==> src/rtl/pcrs_pkg.sv <==
// ----------------------------------------------------------------------------
// pcrs_pkg
// Shared types and constants of the per-channel requantization core.
// ----------------------------------------------------------------------------
package pcrs_pkg;

   // Item kinds carried on the request tuser bit.
   localparam logic OP_LOAD   = 1'b0;
   localparam logic OP_SAMPLE = 1'b1;

   // Layout modes.
   localparam logic MODE_CHANNEL_LAST  = 1'b0;
   localparam logic MODE_CHANNEL_FIRST = 1'b1;

   // Configuration register indexes.
   localparam int CSR_ADDR_W = 3;
   localparam logic [CSR_ADDR_W-1:0] CSR_LAYOUT_MODE   = 3'd0;
   localparam logic [CSR_ADDR_W-1:0] CSR_LAYOUT_SPAN   = 3'd1;
   localparam logic [CSR_ADDR_W-1:0] CSR_SHIFT_AMOUNT  = 3'd2;
   localparam logic [CSR_ADDR_W-1:0] CSR_ROUND_ENABLE  = 3'd3;
   localparam logic [CSR_ADDR_W-1:0] CSR_INPUT_OFFSET  = 3'd4;
   localparam logic [CSR_ADDR_W-1:0] CSR_OUTPUT_OFFSET = 3'd5;
   localparam logic [CSR_ADDR_W-1:0] CSR_OUTPUT_MIN    = 3'd6;
   localparam logic [CSR_ADDR_W-1:0] CSR_OUTPUT_MAX    = 3'd7;

   // Field widths.
   localparam int DATA_W  = 32;
   localparam int SPAN_W  = 24;
   localparam int SHIFT_W = 5;
   localparam int RES_W   = 8;
   localparam int CIDX_W  = 8;

   // Reset values of the configuration registers.
   localparam logic [SPAN_W-1:0]       SPAN_RESET    = 24'd1;
   localparam logic signed [RES_W-1:0] OUT_MIN_RESET = -8'sd128;
   localparam logic signed [RES_W-1:0] OUT_MAX_RESET = 8'sd127;

   // Depth of the queue between the front and the back.
   localparam int QUEUE_DEPTH = 4;

   typedef struct packed {
      logic                      layout_mode;
      logic [SPAN_W-1:0]         layout_span;
      logic [SHIFT_W-1:0]        shift_amount;
      logic                      round_enable;
      logic [DATA_W-1:0]         in_offset;
      logic [DATA_W-1:0]         out_offset;
      logic signed [RES_W-1:0]   clamp_lo;
      logic signed [RES_W-1:0]   clamp_hi;
   } cfg_type;

   // One sample on its way from the front to the back.
   typedef struct packed {
      logic [DATA_W-1:0] offset_sample;
      logic [DATA_W-1:0] multiplier;
      logic [DATA_W-1:0] addend;
   } work_type;

endpackage

==> src/rtl/pcrs_queue.sv <==
// ----------------------------------------------------------------------------
// pcrs_queue
// Short first-in first-out queue of fetched samples between front and back.
// ----------------------------------------------------------------------------
module pcrs_queue import pcrs_pkg::*; (
   input  logic     clock,
   input  logic     reset,
   input  logic     in_valid,
   output logic     in_ready,
   input  work_type in_data,
   output logic     out_valid,
   input  logic     out_ready,
   output work_type out_data
);

   localparam int PTR_W = $clog2(QUEUE_DEPTH);
   localparam int CNT_W = PTR_W + 1;

   work_type            entry_ff [QUEUE_DEPTH];
   logic [PTR_W-1:0]    wr_ptr_ff, wr_ptr_in;
   logic [PTR_W-1:0]    rd_ptr_ff, rd_ptr_in;
   logic [CNT_W-1:0]    count_ff, count_in;
   logic                push, pop;

   // The input side only sees the registered fill level.
   assign in_ready  = (count_ff != CNT_W'(QUEUE_DEPTH));
   assign out_valid = (count_ff != '0);
   assign push      = in_valid && in_ready;
   assign pop       = out_valid && out_ready;
   assign out_data  = entry_ff[rd_ptr_ff];

   always_comb begin
      wr_ptr_in = push ? wr_ptr_ff + PTR_W'(1) : wr_ptr_ff;
      rd_ptr_in = pop ? rd_ptr_ff + PTR_W'(1) : rd_ptr_ff;
      count_in  = count_ff;
      if (push && !pop) begin
         count_in = count_ff + CNT_W'(1);
      end else if (pop && !push) begin
         count_in = count_ff - CNT_W'(1);
      end
   end

   always_ff @(posedge clock) begin
      if (reset) begin
         wr_ptr_ff <= '0;
         rd_ptr_ff <= '0;
         count_ff  <= '0;
      end else begin
         wr_ptr_ff <= wr_ptr_in;
         rd_ptr_ff <= rd_ptr_in;
         count_ff  <= count_in;
      end
      if (push) begin
         entry_ff[wr_ptr_ff] <= in_data;
      end
   end

endmodule

==> config.mk <==
export PLATFORM = sky130hd
export DESIGN_NAME = pcrs_queue
export DESIGN_NICKNAME = d
export VERILOG_FILES = /design/src/rtl/pcrs_pkg.sv /design/src/rtl/pcrs_queue.sv
export SDC_FILE = /design/constraint.sdc
export NUM_CORES = 1
export LEC_CHECK = 0
export BUFFER_PORTS_ARGS = -buffer_cell sky130_fd_sc_hd__buf_2
export CAP_MARGIN = 20
export CORE_MARGIN = 5
export CORE_UTILIZATION = 42
export DETAILED_ROUTE_END_ITERATION = 12
export PLACE_DENSITY = 0.69
export SYNTH_ARGS = -nofsm -noshare
export SYNTH_HDL_FRONTEND = slang
export SYNTH_SLANG_ARGS = --single-unit
==> constraint.sdc <==
create_clock -name clock -period 3.9 [get_ports clock]
set_input_delay 0.39 -clock clock [delete_from_list [all_inputs] [get_ports clock]]
set_output_delay 0.39 -clock clock [all_outputs]
set_load 0.005 [all_outputs]
-- Word level (Yosys, flattened, before mapping)
Memory sizes are Yosys's and may differ from the RTL's. A register that Yosys moved wholly into a read port is not among the register bits.
Index checks and enable logic that the tools add are counted.
- equal/unequal tests: 1
- reduce and logical (&&, ||, !) cells: 8
- $add $sub $neg: 4
- muxes and demuxes: 6
- operator list (operator ; number):
    3-bit 2-to-1 mux ; 2
    2-bit by 1-bit adder with 2-bit output (second input constant) ; 2
    1-bit logical AND ; 4
    2-bit 2-to-1 mux ; 2
    3-bit by 1-bit adder with 3-bit output (second input constant) ; 1
    3-bit inequality test (second input constant) ; 1
    3-bit nonzero test ; 1
    3-bit by 1-bit subtractor with 3-bit output (second input constant) ; 1
    1-bit zero test ; 2
    1-bit 2-to-1 mux ; 2
    2-bit nonzero test ; 1
- logic and storage cells: 23
- output and inout port bits: 98
- RAM bits: 384
- memories kept: 1
- register bits: 7
- input port bits: 100
- memories (memory ; depth ; width ; read ports ; clocked after memory_dff ; write ports ; line ; RTL):
    entry_ff ; 4 ; 96 ; 1 ; 1 ; 1 ; pcrs_queue.sv:19 ; work_type entry_ff [QUEUE_DEPTH];

-- Depth between registers and ports, before layout
- depth in word-level cells: 6
- mapped depth: 8
- depth with buffers taken out: 8

-- Least setup slack after synthesis
No wires, ideal clock.
- path kind: flip-flop to flip-flop
- start: register count_ff[0]
- end: memory entry_ff[2][0] in the netlist's numbering, enable pin
- cell stages (with the launch flop): 4
- path buffers: 0
- slack: 0.406 ns
- arrival time: 3.028 ns
- cells stage by stage: dfxtp_1 -> nor2_1 -> a21boi_2 -> and2_1
- longest elaborated chain between the ends: 4
- ends and longest elaborated chain (element ; line ; RTL):
    start, declared ; pcrs_queue.sv:22 ; logic [CNT_W-1:0] count_ff, count_in;
    start signal, assigned ; pcrs_queue.sv:51 ; count_ff <= count_in;
    3-bit inequality test ; pcrs_queue.sv:26 ; assign in_ready = (count_ff != CNT_W'(QUEUE_DEPTH));
    1-bit logical AND ; pcrs_queue.sv:28 ; assign push = in_valid && in_ready;
    via push ; pcrs_queue.sv:23 ; logic push, pop;
    1-bit 2-to-1 mux ; pcrs_queue.sv:53 ; if (push) begin
    1-bit 2-to-1 mux (not written as such) ; pcrs_queue.sv:54 ; entry_ff[wr_ptr_ff] <= in_data;
    end, declared ; pcrs_queue.sv:19 ;
The timed path passes the listed nets, and every way through them passes these cells.

==> flow_metrics.tcl <==
set metrics [dict create \
    area_delta_synth_final_pct 19.8 \
    place_ws_ns 1.50 \
    clock.fmax_ghz 0.364 \
    clkSinkCount 393 \
    synth_common_cells "edfxtp_1, mux4_2, buf_2" \
    vias 6394 \
    cts_buffer_depth 3 \
    final_area_mm2 0.0172 \
    r2r_slack_ns 1.56 \
    total_power_mw 11.3 \
    period_needed_ns 2.74 \
    fillers 2631 \
    grt_util_met2_pct 23.1 \
    grt_max_degree 55 \
    met3_usage_pct 4.00 \
    relSlewSlack_pct 42.8 \
    track_usage_pct 14.3 \
    power.density_mw_per_mm2 661 \
    port_buffers 197 \
    synth_top_area_share_pct 80.5 \
    drive_above_1_share_pct 45.5 \
    status "completed" \
    wl_per_cell_um 21.7 \
    worst_pin_slew_ns 0.858 \
    numCtsBuffers 41 \
    clk_pin_slew_worst_paths_ns 0.06 \
    ys_seq_elements 393 \
    ctsResizeCount 0 \
    antenna_found_initial 5 \
    synth_cell_types 24 \
    postSynthAreaPerCell_um2 26.0 \
    whs_ns 0.0842 \
    fin_util_pct 51.1 \
    period_share_pct 70.4 \
    placed_cell_area_mm2 0.0159 \
    path_max_fanout 54 \
    drt-vias-per-instance 5.08 \
    async_flop_share_pct 0 \
    core_mm2 0.0336 \
    synth.most_common_cell "edfxtp_1" \
    crit_family "flip-flops" \
    hold_viol 0 \
    fin_tns_setup_ns 0 \
    final_nets 888 \
    die_w_um 195 \
    synth.top_cells.by_area "edfxtp_1, mux4_2, dfxtp_1, ha_1, buf_8" \
    critPathBufInv 2 \
    final_antenna_net_count 0 \
    htreeDepth 2 \
    grt_pass1_wl_mm 41.8 \
    synth_nets 656 \
    syn-instance-count 550 \
    rsz0062_at_grt "no" \
    seq_area_frac_synth_pct 81.8 \
    clk_latency_ns 0.51 \
    drc 0 \
    layout.cells.non_filler 1259 \
    start_util_pct 42.6 \
    grt_busiest_layer "met2" \
    synth_ff_type "edfxtp_1" \
    syn_area_mm2 0.0143 \
    cp-start-kind "flip-flop" \
    critPathKind "reg -> out" \
    ir_drop_mv 0.431 \
    grt_overflow 0 \
    io_pins 198 \
    setup_slack_ns 1.16 \
    arrival_ns 2.35 \
    drt_first_pass_iters 5 \
    cts-root-buf "clkbuf_16" \
    slew_violations 0 \
    place.gp.congestion 0.724 \
    grtUsageMet1_pct 19.4 \
    die_area_mm2 0.0379 \
    synth_area_leader_cell "edfxtp_1" \
    tritoncts "yes" \
    drtIter0Drc 315 \
    die_height_um 195 \
    maxCapViolCount 0 \
    hold_buffers 0 \
    worst_path_max_delay_cell "dfxtp_4" \
    yosysWarnings 0 \
    num_rows 67 \
    wirelength_mm 27.4 \
    path_cells "buf_4 -> mux4_2 -> buf_2" \
    dp_cells 1187 \
    worstPathRequired_ns 3.51 \
    hp-class "in -> reg" \
    max_stage_delay_ns 0.92 \
    p_leak_nw 5.72 \
    post_cts_buffers 0 \
    grt_pass1_vias 6852 \
    setup_viol 0 \
    endpoint_kind "output port" \
    synth-edff-count 384 \
    dp_hpwl_mm 17.0 \
    skew_ns 0.0196 \
]
## worst reg2reg max path: cells and delay by family (launching register included)
family                 cells  cell delay, ns
and+or+nand+nor            2            0.77
DFF                        1            0.45
buffers and inverters      1            0.44
AOI/OAI and AO/OA          1            0.33
## state kept, by name, summed over array words and instances (netlist names), named ones only
register / cells
entry_ff: 384
wr_ptr_ff: 2
count_ff: 3
rd_ptr_ff: 2
## power by group
group          switching, mW  internal (mW)
sequential             0.215           5.13
combinational           1.08           1.21
clock                   1.46           2.26
## area by class of cell
type	instances	area, um2	share of cell area (%)
well taps	448	561	3.27
flip-flops and latches	393	11700	68.3
clock inverters	17	208	1.21
multi-input cells	131	2440	14.2
inverters	3	11.3	0.0656
clock buffers	53	1070	6.24
diodes	2	5.00	0.0292
repair buffers	212	1150	6.69
## worst paths after layout
kind                              startpoint         endpoint  cells after the start
worst max-delay path               flip-flop     out_data[67]                      3
worst min-delay path             in_data[28]  entry_ff[2][28]                      1
worst max register to register   count_ff[0]  entry_ff[2][21]                      4
worst min register to register  wr_ptr_ff[1]     wr_ptr_ff[1]                      2
## placed cells by master, fill, tap and decap left out, types with 2 or more instances in the layout
master / synthesis / routed
clkinv_2: 0 / 4
bufinv_16: 0 / 5
or3_1: 2 / 2
nor2_1: 8 / 8
clkinv_1: 0 / 6
nand2b_1: 2 / 2
inv_1: 3 / 3
and2_4: 0 / 4
buf_2: 11 / 197
buf_12: 1 / 4
clkbuf_16: 0 / 41
mux2i_1: 2 / 2
clkbuf_1: 6 / 12
clkinvlp_4: 0 / 2
edfxtp_1: 384 / 384
buf_4: 0 / 11
mux4_2: 96 / 96
diode_2: 0 / 2
dfxtp_4: 0 / 2
ha_1: 5 / 5
xor2_1: 4 / 4
dfxtp_1: 9 / 7
## routing by layer
| layer | wire length (um) | vias up |
|---|---|---|
| met5 | 69 | - |
| met1 | 11300 | 3301 |
| met3 | 1930 | 50 |
| met4 | 510 | 10 |
| met2 | 13500 | 196 |
| li1 | - | 2837 |
## kinds of logic after synthesis
logic type,Yosys count,synth area share [%]
compound gates,5,0.262
xor+xnor,4,0.245
fa+ha+maj,6,0.577
buf+inv,26,1.26
flops,393,81.8
mux,99,15.3
simple gates,17,0.585
(Power assumes the default switching activity.)
