===== src/rtl/pcrs_pkg.sv =====
// ----------------------------------------------------------------------------
// pcrs_pkg
// Shared types and constants of the per-channel requantization core.
// ----------------------------------------------------------------------------
package pcrs_pkg;

   // Item kinds carried on the request tuser bit.
   localparam logic OP_LOAD   = 1'b0;
   localparam logic OP_SAMPLE = 1'b1;

   // Layout modes.
   localparam logic MODE_CHANNEL_LAST  = 1'b0;
   localparam logic MODE_CHANNEL_FIRST = 1'b1;

   // Configuration register indexes.
   localparam int CSR_ADDR_W = 3;
   localparam logic [CSR_ADDR_W-1:0] CSR_LAYOUT_MODE   = 3'd0;
   localparam logic [CSR_ADDR_W-1:0] CSR_LAYOUT_SPAN   = 3'd1;
   localparam logic [CSR_ADDR_W-1:0] CSR_SHIFT_AMOUNT  = 3'd2;
   localparam logic [CSR_ADDR_W-1:0] CSR_ROUND_ENABLE  = 3'd3;
   localparam logic [CSR_ADDR_W-1:0] CSR_INPUT_OFFSET  = 3'd4;
   localparam logic [CSR_ADDR_W-1:0] CSR_OUTPUT_OFFSET = 3'd5;
   localparam logic [CSR_ADDR_W-1:0] CSR_OUTPUT_MIN    = 3'd6;
   localparam logic [CSR_ADDR_W-1:0] CSR_OUTPUT_MAX    = 3'd7;

   // Field widths.
   localparam int DATA_W  = 32;
   localparam int SPAN_W  = 24;
   localparam int SHIFT_W = 5;
   localparam int RES_W   = 8;
   localparam int CIDX_W  = 8;

   // Reset values of the configuration registers.
   localparam logic [SPAN_W-1:0]       SPAN_RESET    = 24'd1;
   localparam logic signed [RES_W-1:0] OUT_MIN_RESET = -8'sd128;
   localparam logic signed [RES_W-1:0] OUT_MAX_RESET = 8'sd127;

   // Depth of the queue between the front and the back.
   localparam int QUEUE_DEPTH = 4;

   typedef struct packed {
      logic                      layout_mode;
      logic [SPAN_W-1:0]         layout_span;
      logic [SHIFT_W-1:0]        shift_amount;
      logic                      round_enable;
      logic [DATA_W-1:0]         in_offset;
      logic [DATA_W-1:0]         out_offset;
      logic signed [RES_W-1:0]   clamp_lo;
      logic signed [RES_W-1:0]   clamp_hi;
   } cfg_type;

   // One sample on its way from the front to the back.
   typedef struct packed {
      logic [DATA_W-1:0] offset_sample;
      logic [DATA_W-1:0] multiplier;
      logic [DATA_W-1:0] addend;
   } work_type;

endpackage


===== src/rtl/pcrs_back.sv =====
// ----------------------------------------------------------------------------
// pcrs_back
// Arithmetic pipeline: multiply, add addend, round and shift, add output
// offset and clamp to eight bits, with a registered result stage.
// ----------------------------------------------------------------------------
module pcrs_back import pcrs_pkg::*; (
   input  logic                clock,
   input  logic                reset,
   input  cfg_type             cfg,
   input  logic                work_valid,
   output logic                work_ready,
   input  work_type            work_data,
   output logic                rsp_tvalid,
   input  logic                rsp_tready,
   output logic [RES_W-1:0]    rsp_tdata
);

   logic              mul_valid_ff, mul_valid_in;
   logic [DATA_W-1:0] mul_prod_ff, mul_prod_in;
   logic [DATA_W-1:0] mul_add_ff, mul_add_in;
   logic              sum_valid_ff, sum_valid_in;
   logic [DATA_W-1:0] sum_ff, sum_in;
   logic              shf_valid_ff, shf_valid_in;
   logic [DATA_W-1:0] shf_ff, shf_in;
   logic              out_valid_ff, out_valid_in;
   logic [RES_W-1:0]  out_ff, out_in;
   logic              out_free, shf_free, sum_free, mul_free;
   logic [DATA_W-1:0] bias, rounded, offset_val;
   logic signed [DATA_W-1:0] sv, lo, hi;

   // Each stage refills when it is empty or its content moves on.
   assign out_free   = !out_valid_ff || rsp_tready;
   assign shf_free   = !shf_valid_ff || out_free;
   assign sum_free   = !sum_valid_ff || shf_free;
   assign mul_free   = !mul_valid_ff || sum_free;
   assign work_ready = mul_free;

   // Multiply stage: low 32 bits of the product.
   always_comb begin
      mul_valid_in = mul_free ? work_valid : mul_valid_ff;
      mul_prod_in  = mul_prod_ff;
      mul_add_in   = mul_add_ff;
      if (mul_free && work_valid) begin
         mul_prod_in = DATA_W'(work_data.offset_sample * work_data.multiplier);
         mul_add_in  = work_data.addend;
      end
   end

   // Addend stage.
   always_comb begin
      sum_valid_in = sum_free ? mul_valid_ff : sum_valid_ff;
      sum_in       = sum_ff;
      if (sum_free && mul_valid_ff) begin
         sum_in = mul_prod_ff + mul_add_ff;
      end
   end

   // Rounding bias and arithmetic shift; no bias when the shift is zero.
   always_comb begin
      bias = '0;
      if (cfg.round_enable && cfg.shift_amount != '0) begin
         bias = DATA_W'(1) << (cfg.shift_amount - SHIFT_W'(1));
      end
      rounded      = sum_ff + bias;
      shf_valid_in = shf_free ? sum_valid_ff : shf_valid_ff;
      shf_in       = shf_ff;
      if (shf_free && sum_valid_ff) begin
         shf_in = DATA_W'($signed(rounded) >>> cfg.shift_amount);
      end
   end

   // Output offset and clamp; the upper bound is tested first.
   always_comb begin
      offset_val   = shf_ff + cfg.out_offset;
      sv           = $signed(offset_val);
      lo           = DATA_W'(cfg.clamp_lo);
      hi           = DATA_W'(cfg.clamp_hi);
      out_valid_in = out_free ? shf_valid_ff : out_valid_ff;
      out_in       = out_ff;
      if (out_free && shf_valid_ff) begin
         if (sv > hi) begin
            out_in = cfg.clamp_hi;
         end else if (sv < lo) begin
            out_in = cfg.clamp_lo;
         end else begin
            out_in = sv[RES_W-1:0];
         end
      end
   end

   always_ff @(posedge clock) begin
      if (reset) begin
         mul_valid_ff <= 1'b0;
         sum_valid_ff <= 1'b0;
         shf_valid_ff <= 1'b0;
         out_valid_ff <= 1'b0;
      end else begin
         mul_valid_ff <= mul_valid_in;
         sum_valid_ff <= sum_valid_in;
         shf_valid_ff <= shf_valid_in;
         out_valid_ff <= out_valid_in;
      end
      mul_prod_ff <= mul_prod_in;
      mul_add_ff  <= mul_add_in;
      sum_ff      <= sum_in;
      shf_ff      <= shf_in;
      out_ff      <= out_in;
   end

   assign rsp_tvalid = out_valid_ff;
   assign rsp_tdata  = out_ff;

endmodule


===== config.mk =====
export PLATFORM = sky130hd
export DESIGN_NAME = pcrs_back
export DESIGN_NICKNAME = d
export VERILOG_FILES = /design/src/rtl/pcrs_pkg.sv /design/src/rtl/pcrs_back.sv
export SDC_FILE = /design/constraint.sdc
export NUM_CORES = 2
export LEC_CHECK = 0
export ABC_AREA = 1
export BUFFER_PORTS_ARGS = -buffer_cell sky130_fd_sc_hd__buf_2
export CAP_MARGIN = 0
export CORE_MARGIN = 4
export CORE_UTILIZATION = 40
export DETAILED_ROUTE_END_ITERATION = 10
export PLACE_DENSITY_LB_ADDON = 0.2
export SLEW_MARGIN = 15
export SYNTH_ARGS = -nofsm -noshare
export SYNTH_HDL_FRONTEND = slang
export SYNTH_SLANG_ARGS = --single-unit

===== constraint.sdc =====
create_clock -name clock -period 8.35 [get_ports clock]
set_input_delay 1.67 -clock clock [delete_from_list [all_inputs] [get_ports clock]]
set_output_delay 1.67 -clock clock [all_outputs]
set_load 0.005 [all_outputs]

# Yosys cells after proc, flatten, opt, wreduce, memory -nomap -nowiden
# Cells that the tools add are included.
# totals
ff_bits,140
input_bits,211
out_inout_bits,10
wordCells,35
# classes
n_addsub,4
multipliers,1
n_lt_le_gt_ge,2
shift,2
muxes,3
reduce_logical,14
# op_table
cell,n
32-bit adder,3
32-bit by 8-bit > comparator with 1-bit output,1
32-bit by 8-bit < comparator with 1-bit output,1
32-bit by 32-bit multiplier with 32-bit output,1
32-bit 2-to-1 mux,1
1-bit by 5-bit << shifter with 32-bit output (first input constant),1
32-bit by 5-bit >>> shifter with 32-bit output,1
8-bit 2-to-1 mux,2
1-bit logical AND,5
5-bit nonzero test,1
5-bit by 1-bit subtractor with 5-bit output (second input constant),1
1-bit zero test,4
1-bit logical OR,4

# Longest topological paths before layout
# depth
depth_word,6
ltp_mapped,30
mapped_depth_nobuf,29

# Worst setup path after synthesis
# No wires, ideal clock.
# synth_path
kind,in2reg
start,input port work_data[34] in the netlist's numbering
end,register mul_prod_ff[28] (data pin)
setup_ns,0.258
arrival_time_ns,7.755
required_ns,8.092
path_slack_ns,0.337
cell_stages,23
n_path_buf,2
cell_sequence,clkbuf_1 -> buf_1 -> nand2_1 -> fa_1 -> fa_1 -> fa_1 -> fa_1 -> inv_1 -> fa_1 -> inv_1 -> fa_1 -> fa_1 -> fa_1 -> inv_1 -> ha_1 -> nand2_1 -> nor4_1 -> nand3_1 -> nand3_1 -> nand2_1 -> nand2_1 -> a31oi_1 -> xnor2_1
# synth_via
elab_chain_cells,1
# synth_lines
element,line,rtl
from (decl),pcrs_back.sv:12,"input work_type work_data,"
32-bit by 32-bit multiplier with 32-bit output,pcrs_back.sv:44,mul_prod_in = DATA_W'(work_data.offset_sample * work_data.multiplier);
to (signal assigned),pcrs_back.sv:103,mul_prod_ff <= mul_prod_in;
to (decl),pcrs_back.sv:19,"logic [DATA_W-1:0] mul_prod_ff, mul_prod_in;"
# No other way between the ends.
# A chain may end at the register's enable or synchronous reset.

# Worst setup path after layout
# layout_path
start,input port work_data[42] in the netlist's numbering
end,register mul_prod_ff[31] (data pin)
# Same word-level chain as after synthesis.

==> flow_summary.json <==
{
  "pin_count": 221,
  "synthAdderAreaFrac_pct": 39.6,
  "final_net_count": 4971,
  "syn2layout_area_growth_pct": 8.28,
  "cts_sinks": 140,
  "setup_viol": 0,
  "grt_start_max_net_pins": 64,
  "startpoint_type": "input port",
  "most-common-layout-cells": "1093 x nand2_1, 919 x inv_1, 411 x fa_1, 310 x nand3_1, 281 x ha_1",
  "period_needed_ns": 7.76,
  "synth_area_leaders": "fa_1 28%, nand2_1 14%, edfxtp_1 14%, ha_1 12%, inv_1 12%",
  "r2r.worst_path.cells": 24,
  "endpoint_kind": "flop",
  "synth-edff-count": 136,
  "synth_nets": 4870,
  "final_max_slew_viol_count": 0,
  "hold_violations": 0,
  "final_util_pct": 43.9,
  "fin_skew_ns": 0.0173,
  "cts_hold_buf": 0,
  "ctsHtreeMaxLevel": 4,
  "postSynthAreaPerCell_um2": 7.48,
  "grt_first_pass_wirelength_um": 133000,
  "hold_depth": 2,
  "path_max_fanout": 22,
  "tightest_slew_ns": 0.940,
  "syn-instance-count": 3967,
  "rr_endpoint": "rsp_tdata[3]",
  "dr.first_iter.drc_count": 1648,
  "cts_buffer_depth": 2,
  "hold_end": "shf_valid_ff",
  "synth_simple_gate_area_share_pct": 23.2,
  "async_flop_share_pct": 0,
  "post-dp-hpwl_um": 69800,
  "max_slew_margin_pct": 37.3,
  "post_cts_buffers": 0,
  "layout_commonest_cell": "nand2_1",
  "post-route-period-util_pct": 93.0,
  "route.detailed.drc": 0,
  "maxCapViolCount": 0,
  "synth_top_family_by_area": "adder cells",
  "vias_per_cell": 4.87,
  "gp_congestion": 0.928,
  "yosysUniqueCellTypes": 56,
  "r2r-start": "shf_ff[0]",
  "dieArea_mm2": 0.0786,
  "synth_compound_area_share_pct": 5.37,
  "wirelength_um": 81800,
  "antenna_found_initial": 5,
  "worstPathArrival_ns": 7.97,
  "cts_resized": 0,
  "synthFlopType": "edfxtp_1",
  "critPathRequiredTime_ns": 8.56,
  "drive_gt1_share_pct": 7.25,
  "core_area_mm2": 0.0732,
  "outcome": "complete, no violations",
  "port_buffers": 163,
  "die_y_um": 280,
  "synth_seq_cells": 140,
  "fin_cells": 5044,
  "rows": 99,
  "cts_tree": "yes",
  "fin_setup_tns_ns": 0,
  "routedWlPerCell_um": 16.2,
  "yosysSeqAreaShare_pct": 14.0,
  "cts_root_buf": "clkbuf_16",
  "yosysTopAreaCell": "fa_1",
  "synth_mux_area_share_pct": 0,
  "synthXorXnorAreaFrac_pct": 4.31,
  "rsz0062_at_grt": "false",
  "synthDominantCellAreaShare_pct": 27.7,
  "rrSetupSlack_ns": 3.49,
  "synth_warnings": 0,
  "crit_type": "input port to flop",
  "grt_util_all_layers_pct": 21.3,
  "holdCritStartpoint": "sum_valid_ff",
  "start_util_pct": 40.6,
  "grt-ovfl-total": 0,
  "numCtsBuffers": 17,
  "clk_pin_slew_worst_paths_ns": 0.07,
  "max_freq_ghz": 0.129,
  "fillers": 7483,
  "drt-pass1-iter-count": 5,
  "grt_pass1_vias": 24982,
  "drtAntennaViolNets": 0,
  "die_w_um": 280,
  "clk_latency_ns": 0.46,
  "hold_path.class": "flop to flop",
  "placedCellCount": 5008,
  "num_vias": 24540,
  "syn-cell-area_mm2": 0.0297
}
sequential cells by signal, summed over array words and instances, names as in the netlist:
signal,cells
mul_add_ff,32
mul_prod_ff,32
mul_valid_ff,1
rsp_tdata,8
rsp_tvalid,1
shf_ff,32
shf_valid_ff,1
sum_ff,32
sum_valid_ff,1
worst max path at each step:
stage,from,to,slack [ns],cells past startpoint
detailed placement,work_data[36],mul_prod_ff[28],0.11,23
floorplan,work_data[34],mul_prod_ff[28],0.34,23
global route,work_data[42],mul_prod_ff[29],0.18,24
global placement,work_data[44],mul_prod_ff[31],0.13,22
finish,work_data[42],mul_prod_ff[31],0.59,22
CTS,work_data[36],mul_prod_ff[31],0.59,24
critical path: stages:
cell     delay [ns]
buf_2          0.46
nand2_1        0.10
inv_1          0.09
fa_1           0.44
fa_1           0.57
fa_1           0.55
inv_1          0.05
fa_1           0.42
fa_1           0.49
fa_1           0.59
fa_1           0.46
fa_1           0.57
inv_1          0.08
ha_1           0.36
a21oi_1        0.17
o21ai_0        0.13
a21oi_1        0.15
o21ai_0        0.10
nor2_1         0.28
inv_1          0.07
nand3_1        0.08
nand2_1        0.05
per-layer routing:
layer  part of all wire (%)  vias up  GRT usage [%]
met3                    4.3       77           2.13
li1                       -    12298              -
met1                     46    11668           29.3
met5                  0.015        -              0
met2                     48      495           36.4
met4                    1.8        2           4.72
synthesized netlist by cell type (3+ instances only):
| master | number |
|---|---|
| nand2_1 | 1093 |
| inv_1 | 919 |
| fa_1 | 411 |
| nand3_1 | 310 |
| ha_1 | 281 |
| a21oi_1 | 149 |
| nor2_1 | 143 |
| edfxtp_1 | 136 |
| xor2_1 | 83 |
| clkbuf_1 | 79 |
| o21ai_0 | 68 |
| xnor2_1 | 53 |
| buf_1 | 27 |
| nand4_1 | 24 |
| buf_2 | 23 |
| nor3_1 | 15 |
| a21o_1 | 14 |
| nand3b_1 | 13 |
| a31oi_1 | 11 |
| nand2_2 | 10 |
| o21ai_1 | 10 |
| nor4_1 | 9 |
| o211ai_1 | 7 |
| o21bai_1 | 7 |
| or2_2 | 7 |
| inv_2 | 6 |
| dfxtp_1 | 4 |
| nand3_2 | 4 |
| nor2_2 | 4 |
| nor3_2 | 4 |
| a21boi_0 | 3 |
| and2_1 | 3 |
| buf_4 | 3 |
| xnor2_2 | 3 |
cells by family (layout without fill, tap and decap cells):
| family | count (synthesis) | after routing |
|---|---|---|
| buffers and inverters | 1060 | 1174 |
| other | 0 | 4 |
| xor gates and xnor gates | 141 | 141 |
| AOI/OAI and AO/OA | 287 | 287 |
| and+or+nand+nor | 1647 | 1647 |
| adders and majority gates | 692 | 692 |
| DFF | 140 | 140 |
cell type report:
type	instances	area, µm²	share of cell area, %
Inverter	925	3470	10.8
Clock inverter	14	146	0.455
Antenna cell	4	10.0	0.0311
Clock buffer	18	429	1.34
Timing Repair Buffer	217	1220	3.80
Tap cell	959	1200	3.73
Sequential cell	140	4160	13.0
Multi-Input combinational cell	2767	21500	66.9
through the flow:
stage	area, µm²	setup slack [ns]	hold slack (ns)
after floorplan	29700	0.337	0.445
after global placement	31600	0.130	0.462
after detailed placement	31600	0.107	0.460
after CTS	32100	0.593	0.473
after global routing	32100	0.182	0.509
final	32100	0.588	0.475
Power is not shown: default switching activity piles up to over one toggle a cycle in this logic, so the estimate is an artifact.
